`src/hw/rtl/dksc_pkg.sv`:
```
`timescale 1ns / 1ps
`default_nettype none

package dksc_pkg;

  localparam int unsigned AlphaSize = 59;
  localparam int unsigned IdxW      = 7;   // wide enough for index + 59
  localparam int unsigned CodeW     = 16;
  localparam int unsigned ShiftW    = 4;
  localparam int unsigned KeyPackW  = 64;
  localparam int unsigned KeyCntW   = 5;
  localparam int unsigned KeyPosW   = 4;

  localparam logic [IdxW-1:0] IdxNone = 7'd127;

  typedef enum logic {
    REG_KEY_PACK  = 1'b0,
    REG_KEY_COUNT = 1'b1
  } cfg_reg_e;

  typedef enum logic {
    REQ_ENCRYPT = 1'b0,
    REQ_DECRYPT = 1'b1
  } req_type_e;

  // alphabet index of a code unit, IdxNone if not a letter of the set
  function automatic logic [IdxW-1:0] letter_index(input logic [CodeW-1:0] c);
    logic [CodeW-1:0] d;
    begin
      letter_index = IdxNone;
      if (c >= 16'h0410 && c <= 16'h0415) begin
        d = c - 16'h0410;
        letter_index = d[IdxW-1:0];
      end else if (c == 16'h0401) begin
        letter_index = 7'd6;
      end else if (c >= 16'h0416 && c <= 16'h042F) begin
        d = c - 16'h0416 + 16'd7;
        letter_index = d[IdxW-1:0];
      end else if (c >= 16'h0061 && c <= 16'h007A) begin
        d = c - 16'h0061 + 16'd33;
        letter_index = d[IdxW-1:0];
      end
    end
  endfunction

  // code unit of the letter at alphabet index 0..58
  function automatic logic [CodeW-1:0] letter_code(input logic [IdxW-1:0] idx);
    logic [CodeW-1:0] x;
    begin
      x = {{(CodeW-IdxW){1'b0}}, idx};
      if (idx <= 7'd5) begin
        letter_code = 16'h0410 + x;
      end else if (idx == 7'd6) begin
        letter_code = 16'h0401;
      end else if (idx <= 7'd32) begin
        letter_code = 16'h0416 + x - 16'd7;
      end else begin
        letter_code = 16'h0061 + x - 16'd33;
      end
    end
  endfunction

endpackage

`default_nettype wire

```
`src/hw/rtl/digit_key_shift_cipher.sv`:
```
`timescale 1ns / 1ps
`default_nettype none

// channel   direction  handshake                 payload
// in        sink       in_valid_i / in_stall_o   in_req_type_i, in_char_code_i, in_message_start_i
// out       source     out_valid_o / out_stall_i out_out_code_o, out_bad_char_o
// cfg       sink       cfg_valid_i / cfg_ready_o cfg_index_i, cfg_data_i
//
// one character per cycle sustained while out_stall_i is low; an input transaction passes through
// the input register, then alphabet lookup and mod-59 shift into the result register
// key position and digit selection happen at the input transaction, so the key
// walk never waits on the output side
// reset: key pack 1, digit count 1, key position 0, both pipeline stages empty
// out_stall_i holds the result register; the input register keeps taking items
// as long as it is empty or the result register can move on

module digit_key_shift_cipher
  import dksc_pkg::*;
#(
  parameter int unsigned MAX_KEY_DIGITS = 16
) (
  input  wire logic                clk_i,
  input  wire logic                rst_ni,
  // input character channel
  input  wire logic                in_valid_i,
  output logic                     in_stall_o,
  input  wire logic                in_req_type_i,
  input  wire logic [CodeW-1:0]    in_char_code_i,
  input  wire logic                in_message_start_i,
  // result channel
  output logic                     out_valid_o,
  input  wire logic                out_stall_i,
  output logic [CodeW-1:0]         out_out_code_o,
  output logic                     out_bad_char_o,
  // configuration write channel
  input  wire logic                cfg_valid_i,
  output logic                     cfg_ready_o,
  input  wire logic                cfg_index_i,
  input  wire logic [KeyPackW-1:0] cfg_data_i
);

  localparam logic [KeyCntW-1:0] MaxDigits = KeyCntW'(MAX_KEY_DIGITS);

  // configuration registers
  logic [KeyPackW-1:0] key_pack_q;
  logic [KeyCntW-1:0]  key_cnt_q;

  // key walk state
  logic [KeyPosW-1:0]  key_pos_q, key_pos_d;

  // stage 1: captured transaction plus chosen key digit
  logic                s1_v_q;
  logic                s1_dec_q;
  logic [CodeW-1:0]    s1_code_q;
  logic [ShiftW-1:0]   s1_shift_q;

  // stage 2: result register
  logic                out_v_q;
  logic [CodeW-1:0]    out_code_q, out_code_d;
  logic                out_bad_q, out_bad_d;

  logic                in_acc, out_free, s1_move;
  logic [KeyCntW-1:0]  cnt_eff;
  logic [KeyPosW-1:0]  pos_use;
  logic [KeyCntW-1:0]  pos_nxt;
  logic [IdxW-1:0]     idx, sum, res;

  // handshakes
  assign out_free    = !out_v_q || !out_stall_i;
  assign s1_move     = s1_v_q && out_free;
  assign in_stall_o  = s1_v_q && !out_free;
  assign in_acc      = in_valid_i && !in_stall_o;
  assign cfg_ready_o = 1'b1;

  // digit count clamped to 1..MAX_KEY_DIGITS
  always_comb begin
    cnt_eff = key_cnt_q;
    if (key_cnt_q == '0) cnt_eff = KeyCntW'(1);
    else if (key_cnt_q > MaxDigits) cnt_eff = MaxDigits;
  end

  // key position for this character and for the next one
  always_comb begin
    pos_use = in_message_start_i ? '0 : key_pos_q;
    if ({1'b0, pos_use} >= cnt_eff) pos_use = '0;
    pos_nxt = {1'b0, pos_use} + KeyCntW'(1);
    if (pos_nxt >= cnt_eff) pos_nxt = '0;
    key_pos_d = in_acc ? pos_nxt[KeyPosW-1:0] : key_pos_q;
  end

  // configuration writes
  always_ff @(posedge clk_i or negedge rst_ni) begin
    if (!rst_ni) begin
      key_pack_q <= KeyPackW'(1);
      key_cnt_q  <= KeyCntW'(1);
    end else if (cfg_valid_i && cfg_ready_o) begin
      case (cfg_reg_e'(cfg_index_i))
        REG_KEY_PACK:  key_pack_q <= cfg_data_i;
        REG_KEY_COUNT: key_cnt_q  <= cfg_data_i[KeyCntW-1:0];
        default: ;
      endcase
    end
  end

  // control state
  always_ff @(posedge clk_i or negedge rst_ni) begin
    if (!rst_ni) begin
      key_pos_q <= '0;
      s1_v_q    <= 1'b0;
      out_v_q   <= 1'b0;
    end else begin
      key_pos_q <= key_pos_d;
      if (in_acc) s1_v_q <= 1'b1;
      else if (s1_move) s1_v_q <= 1'b0;
      if (s1_move) out_v_q <= 1'b1;
      else if (out_free) out_v_q <= 1'b0;
    end
  end

  // stage 1 payload
  always_ff @(posedge clk_i) begin
    if (in_acc) begin
      s1_dec_q   <= in_req_type_i;
      s1_code_q  <= in_char_code_i;
      s1_shift_q <= key_pack_q[pos_use*ShiftW +: ShiftW];
    end
  end

  // alphabet lookup and shift modulo 59, single compare and subtract
  always_comb begin
    idx = letter_index(s1_code_q);
    if (req_type_e'(s1_dec_q) == REQ_DECRYPT) begin
      sum = idx + IdxW'(AlphaSize) - {{(IdxW-ShiftW){1'b0}}, s1_shift_q};
    end else begin
      sum = idx + {{(IdxW-ShiftW){1'b0}}, s1_shift_q};
    end
    res = (sum >= IdxW'(AlphaSize)) ? sum - IdxW'(AlphaSize) : sum;
    if (idx == IdxNone) begin
      out_code_d = '0;
      out_bad_d  = 1'b1;
    end else begin
      out_code_d = letter_code(res);
      out_bad_d  = 1'b0;
    end
  end

  // result register payload
  always_ff @(posedge clk_i) begin
    if (s1_move) begin
      out_code_q <= out_code_d;
      out_bad_q  <= out_bad_d;
    end
  end

  assign out_valid_o    = out_v_q;
  assign out_out_code_o = out_code_q;
  assign out_bad_char_o = out_bad_q;

  // a rejected character always carries a zero code
  a_bad_zero: assert property (@(posedge clk_i) disable iff (!rst_ni)
    out_v_q && out_bad_q |-> out_code_q == '0)
    else $error("bad character with nonzero code");

  // a good character never yields a zero code
  a_good_nonzero: assert property (@(posedge clk_i) disable iff (!rst_ni)
    out_v_q && !out_bad_q |-> out_code_q != '0)
    else $error("valid letter mapped to zero code");

  // message start restarts the key walk
  a_msg_start: assert property (@(posedge clk_i) disable iff (!rst_ni)
    in_acc && in_message_start_i |=>
      key_pos_q == (($past(cnt_eff) == KeyCntW'(1)) ? '0 : KeyPosW'(1)))
    else $error("key position not restarted on message start");

  // a blocked stage 1 keeps its transaction
  a_s1_hold: assert property (@(posedge clk_i) disable iff (!rst_ni)
    s1_v_q && !out_free |=> s1_v_q && $stable(s1_code_q) && $stable(s1_shift_q))
    else $error("stage 1 lost a transaction while blocked");

  // key position only moves on an input transaction
  a_pos_move: assert property (@(posedge clk_i) disable iff (!rst_ni)
    !in_acc |=> $stable(key_pos_q))
    else $error("key position changed without a transaction");

endmodule

`default_nettype wire
```
`config.mk`:
```
export PLATFORM = sky130hd
export DESIGN_NAME = digit_key_shift_cipher
export DESIGN_NICKNAME = d
export VERILOG_FILES = /design/src/hw/rtl/dksc_pkg.sv /design/src/hw/rtl/digit_key_shift_cipher.sv
export SDC_FILE = /design/constraint.sdc
export NUM_CORES = 1
export LEC_CHECK = 0
export BUFFER_PORTS_ARGS = -buffer_cell sky130_fd_sc_hd__buf_2
export CAP_MARGIN = 20
export CORE_ASPECT_RATIO = 2
export CORE_MARGIN = 4
export CORE_UTILIZATION = 30
export CTS_CLUSTER_SIZE = 14
export DETAILED_ROUTE_END_ITERATION = 8
export GPL_TIMING_DRIVEN = 0
export SLEW_MARGIN = 20
export SYNTH_ARGS = -nofsm -noshare
export SYNTH_HDL_FRONTEND = slang
export SYNTH_SLANG_ARGS = --single-unit
```
`constraint.sdc`:
```
create_clock -name clk_i -period 11.3 [get_ports clk_i]
set_clock_uncertainty 0.15 [all_clocks]
set_input_delay 0.565 -clock clk_i [delete_from_list [all_inputs] [get_ports clk_i]]
set_output_delay 0.565 -clock clk_i [all_outputs]
set_load 0.03 [all_outputs]
```
# [Word-level counts from Yosys, hierarchy flattened]
# Index checks and enable logic that the tools add are counted.
[op_classes] addsub=15 reduce_logical=16 n_lt_le_gt_ge=12 bitwise_logic=1 n_mux=19 n_eq_ne=3 n_shift=1
[op_table] operator="$shiftx A64 B7 Y4" count=1
[op_table] operator="$mux W16" count=3
[op_table] operator="$mux W7" count=6
[op_table] operator="$ge A16 B11 Y1 const B" count=2
[op_table] operator="$le A16 B11 Y1 const B" count=2
[op_table] operator="$add A11 B7 Y12 const A" count=2
[op_table] operator="$eq A16 B11 Y1 const B" count=1
[op_table] operator="$ge A16 B7 Y1 const B" count=1
[op_table] operator="$le A16 B7 Y1 const B" count=1
[op_table] operator="$add A7 B6 Y7 const B" count=2
[op_table] operator="$sub A7 B5 Y7 const B" count=2
[op_table] operator="$sub A12 B3 Y13 const B" count=1
[op_table] operator="$mux W4" count=3
[op_table] operator="$mux W5" count=2
[op_table] operator="$sub A8 B6 Y9 const B" count=1
[op_table] operator="$add A7 B7 Y8 const A" count=1
[op_table] operator="$add A7 B3 Y7 const B" count=1
[op_table] operator="$add A7 B4 Y7" count=1
[op_table] operator="$eq A7 B3 Y1 const B" count=1
[op_table] operator="$eq A7 B7 Y1 const B" count=1
[op_table] operator="$ge A7 B6 Y1 const B" count=1
[op_table] operator="$le A7 B3 Y1 const B" count=1
[op_table] operator="$le A7 B6 Y1 const B" count=1
[op_table] operator="$sub A7 B4 Y7" count=1
[op_table] operator="other kinds (14)" count=28
[word_totals] reg_bits=113 in_bits=88 word_cells=77 output_inout_bits=20

# [Longest topological paths before layout]
[depth] ltp_word=16 ltp_mapped=32 depth_no_buf=31

# [Least setup slack after synthesis]
# No wires, ideal clock.
[synth_path] kind="register to register" startpoint="reg s1_code_q[6]" endpoint="reg out_code_q[6] (netlist: out_out_code_o[6]), data pin" setup_ps=174 t_arrival_ps=5489 setup_slack_ps=5487 required_ps=10976 period_less_slack_ps=5813 n_path_buf=1 path_stages_with_launch=27 cell_sequence="edfxtp_1 or3_1 nor4_1 o21ai_1 or2_1 buf_2 nor2_1 nor2_1 o22ai_1 nand2_1 o21ai_0 inv_1 ha_1 inv_1 fa_1 xnor2_1 nor2_1 a21oi_1 o21ai_0 or3_4 nand2_1 xnor2_1 inv_1 ha_1 a22oi_4 nand4_1 a311oi_1"
[synth_between] elab_chain_cells=16 word_cells_on_any_way=38 classes_between="add/sub: 14; order compare: 9; eq/ne: 3; mux: 9; reduce/logical: 3"
[synth_lines] item="start, declared" line="digit_key_shift_cipher.sv:54" rtl="logic [CodeW-1:0] s1_code_q;"
[synth_lines] item="start signal, assigned" line="digit_key_shift_cipher.sv:124" rtl="s1_code_q <= in_char_code_i;"
[synth_lines] item="$sub A7 B7 Y7 (tied with other cells)" line="dksc_pkg.sv:40" rtl="d = c - 16'h0061 + 16'd33;"
[synth_lines] item="$add A7 B6 Y7 or $logic_and A1 B1 Y1 (tied branches)" line="dksc_pkg.sv:40, dksc_pkg.sv:39"
[synth_lines] item="$mux W7" line="dksc_pkg.sv:39" rtl="end else if (c >= 16'h0061 && c <= 16'h007A) begin"
[synth_lines] item="$mux W7" line="dksc_pkg.sv:36" rtl="end else if (c >= 16'h0416 && c <= 16'h042F) begin"
[synth_lines] item="$mux W7" line="dksc_pkg.sv:34" rtl="end else if (c == 16'h0401) begin"
[synth_lines] item="$mux W7 *" line="dksc_pkg.sv:31" rtl="if (c >= 16'h0410 && c <= 16'h0415) begin"
[synth_lines] item="$add A7 B6 Y7" line="digit_key_shift_cipher.sv:133" rtl="sum = idx + IdxW'(AlphaSize) - {{(IdxW-ShiftW){1'b0}}, s1_shift_q};"
[synth_lines] item="$sub A7 B4 Y7" line="digit_key_shift_cipher.sv:133"
[synth_lines] item="$mux W7" line="digit_key_shift_cipher.sv:132" rtl="if (req_type_e'(s1_dec_q) == REQ_DECRYPT) begin"
[synth_lines] item="$sub A7 B6 Y7 or $ge A7 B6 Y1 (tied branches)" line="digit_key_shift_cipher.sv:137" rtl="res = (sum >= IdxW'(AlphaSize)) ? sum - IdxW'(AlphaSize) : sum;"
[synth_lines] item="$mux W7" line="digit_key_shift_cipher.sv:137"
[synth_lines] item="$add A11 B7 Y12 or $add A7 B7 Y8 (tied branches)" line="dksc_pkg.sv:56, dksc_pkg.sv:58"
[synth_lines] item="$sub A12 B3 Y13 or $sub A8 B6 Y9 (tied branches)" line="dksc_pkg.sv:56, dksc_pkg.sv:58"
[synth_lines] item="$mux W16" line="dksc_pkg.sv:55" rtl="end else if (idx <= 7'd32) begin"
[synth_lines] item="$mux W16" line="dksc_pkg.sv:53" rtl="end else if (idx == 7'd6) begin"
[synth_lines] item="$mux W16" line="dksc_pkg.sv:51" rtl="if (idx <= 7'd5) begin"
[synth_lines] item="end signal, assigned" line="digit_key_shift_cipher.sv:150" rtl="out_code_q <= out_code_d;"
[synth_lines] item="end, declared" line="digit_key_shift_cipher.sv:59" rtl="logic [CodeW-1:0] out_code_q, out_code_d;"
# Mark *: on every way between the ends. The rest lies on a longest branch, timed or not.
# A chain may end at the register's enable or synchronous reset.

# [Final worst setup path]
# Same ends and word-level chain as after synthesis.

==> out/metrics.cfg <==
[layout]
area_growth_pct=18.1
seq_area_um2=2810
fin_nets=909
drive_above_1_share_pct=29.4
diodes=0
nFillCells=2213
multi_input_area_um2=3650

[sta]
min_period_ns=6.79
tightest_slew_ns=0.819
post-route-period-util_pct=60.1
final-setup-viol-count=0
hold_slack_ns=0.224
maxSlewViolCount=0
tns_ns=0
slew_headroom_pct=45.3
max_freq_ghz=0.147
hold_viol=0
rsz0062_at_grt=no

[clock_network]
cts_tree=done
clock_path_buffers=2
cts_sinks=106
clkTransAtPathRegs_ns=0.08
root_buffer=clkbuf_16
cts_buffers=9
clock_latency_ns=0.37
cts_max_level=3
post_cts_buffers=0

[critical_path]
critPathLaunchType=flop
crit_fanout=10
worst_ep_required_time_ns=11.35
reg2reg_from=s1_code_q[6]
cp_slowest_cell=a21oi_1
worstPathArrival_ns=6.83
r2r_end=out_out_code_o[6]
critPathMaxStageDelay_ns=0.61
crit_path_end_kind=flop
r2r_slack_ns=4.51
crit_type=flop to flop
r2r_cells=28

[synthesis]
ys_warn_count=0
synthArstFlopShare_pct=70.8
syn_area_um2=6720
postSynthCellCount=663
synth_edf_count=31
yosysSeqAreaShare_pct=41.8
synth_cell_types=80
ys_ff_latch=106
syn_avg_cell_area_um2=10.1
synth_ff_type=dfrtp_1

[power_and_ir_drop]
power.density_nw_per_um2=161
total_power_w=0.00128
ir_worst_vdd_mv=0.109
power_leakage_nw=3.46

[floorplan]
pin_count=108
core-area_um2=22100
num_rows=77
initial_core_util_pct=30.4
dieArea_um2=25000
die_w_um=114
dieHeight_um=220

[global_route]
grtUsageTotal_pct=14.0
grt_max_degree=52
grt-ovfl-total=0
grt_pass1_wl_mm=27.4
antenna_found_initial=0
grt_pass1_vias=5526

[detailed_routing]
post_drt_wl_per_cell_um=16.2
firstDrtPassIters=4
dr_total_vias=5343
avgViaCountPerCell=5.03
wl_mm=17.2
antenna_left=0
drtIter0Drc=109
drc=0

[worst_hold_path]
whs_path_depth=1
hold_end=s1_code_q[0]
min_from=in_char_code_i[0]
hp-class=input port to flop

[status]
status=finished, final reports clean

[placement]
place.gp.congestion=0.901
numPortBuffers=99
hpwl_mm=13.9

[flow_run]
cap_violations=0

[cell type report]
type | count | area share [%]
Sequential cell | 106 | 35.4
Inverter | 30 | 1.42
Tap cell | 276 | 4.35
Timing Repair Buffer | 102 | 6.84
Multi-Input combinational cell | 500 | 46.0
Clock inverter | 7 | 1.04
Clock buffer | 9 | 2.84
Buffer | 33 | 2.10
[flip-flops by register name, indices dropped and copies added (netlist names)]
name            flops
s1_code_q          16
s1_dec_q            1
s1_v_q              1
out_out_code_o      9
key_pack_q         64
key_cnt_q           5
key_pos_q           4
s1_shift_q          4
out_bad_char_o      1
out_valid_o         1
[worst max-delay path: cells and delay by family, from the launching register on]
| family | cells | cell delay, ns |
|---|---|---|
| xor+xnor | 1 | 0.15 |
| flops | 1 | 0.51 |
| buf+inv | 4 | 0.43 |
| compound gates | 10 | 2.73 |
| fa+ha+maj | 3 | 1.08 |
| simple gates | 10 | 1.59 |
[Yosys cell counts, types with 3 or more instances]
cell type	count	area, um2
and3_1	12	75.1
nor4_1	4	25.0
buf_2	4	20.0
o21a_1	3	22.5
inv_1	28	105
nand3_1	22	110
o21ai_0	12	60.1
nor3_1	13	65.1
nand4_1	3	18.8
clkbuf_1	19	71.3
nand2_1	94	353
ha_1	37	463
a21oi_1	38	190
a211oi_1	4	30.0
dfrtp_1	73	1830
nand4b_1	4	35.0
o22ai_1	6	37.5
a21oi_2	4	35.0
edfxtp_1	31	931
buf_4	8	60.1
a22o_1	5	43.8
nand2b_1	7	43.8
and2_1	6	37.5
nand3b_1	3	22.5
o21bai_1	3	22.5
o21ai_1	7	35.0
a31oi_1	12	75.1
mux2_2	71	800
xnor2_1	10	87.6
a311oi_1	8	70.1
nor4_2	3	37.5
nor2_1	27	101
a21o_1	9	67.6
nor2b_1	12	75.1
[logic make-up after synthesis]
group | count (synthesis) | share of synthesized area [%]
other | 2 | 0.112
multiplexers | 74 | 12.5
AO/OA/AOI/OAI | 139 | 15.0
adder cells (fa/ha/maj) | 39 | 7.49
flip-flops | 106 | 41.8
AND/OR/NAND/NOR | 228 | 17.3
XOR/XNOR | 12 | 1.57
buffers and inverters | 63 | 4.16
[per-stage QoR]
stage | cell area (um2) | instances | utilization (%) | setup WS [ns]
floorplan | 6740 | 669 | - | 5.49
global placement | 7580 | 1044 | 34.4 | 4.66
detailed placement | 7620 | 1046 | 34.5 | 4.61
CTS | 7930 | 1063 | 36.0 | 4.58
global route | 7930 | 1063 | 36.0 | 3.95
finish | 7930 | 1063 | 36.0 | 4.51
[cell usage in the layout (no fill, tap or decap), types with 5 or more instances in the layout]
cell type and instances:
a31oi_1 12, ha_1 37, nor2_1 27, nor2b_1 12
o21ai_1 7, a22o_1 5, o22ai_1 6, buf_2 102
xnor2_1 10, nor3_1 13, buf_4 10, dfrtp_1 73
inv_1 28, nand2_1 94, and2_1 6, conb_1 8
o21ai_0 12, and3_1 12, a21oi_1 38, clkbuf_1 19
a311oi_1 8, nand2b_1 7, mux2_2 71, edfxtp_1 31
a21o_1 9, clkbuf_16 9, nand3_1 22
[metal layers]
layer	track usage (%)	share of wire [%]	routed length, um	up-vias
li1	-	-	-	2627
met1	13.0	34	5860	2585
met2	28.6	59	10200	104
met3	2.80	3.6	623	27
met4	6.10	3.0	510	0
met5	0	0	0	-
[power by group]
part / internal [W] / switching, W
Clock: 0.000177 / 0.000158
Sequential: 0.000453 / 0.0000300
Combinational: 0.000191 / 0.000267
Total: 0.000821 / 0.000454
[worst max-delay path by stage]
stage                 start                end  depth (start not counted)
3_5_place_dp   s1_code_q[6]  out_out_code_o[4]                         26
3_3_place_gp   s1_code_q[6]  out_out_code_o[2]                         28
6_report       s1_code_q[6]  out_out_code_o[6]                         28
2_1_floorplan  s1_code_q[6]  out_out_code_o[6]                         26
5_1_grt        s1_code_q[5]  out_out_code_o[0]                         30
4_1_cts        s1_code_q[6]  out_out_code_o[6]                         28
[timing repair]
action | in CTS | in global routing
gates resized for setup | 0 | 0
hold buffers | 1 | 0
hold endpoints to repair | 23 | 0
Note: power is estimated with default switching activity, not from simulation.
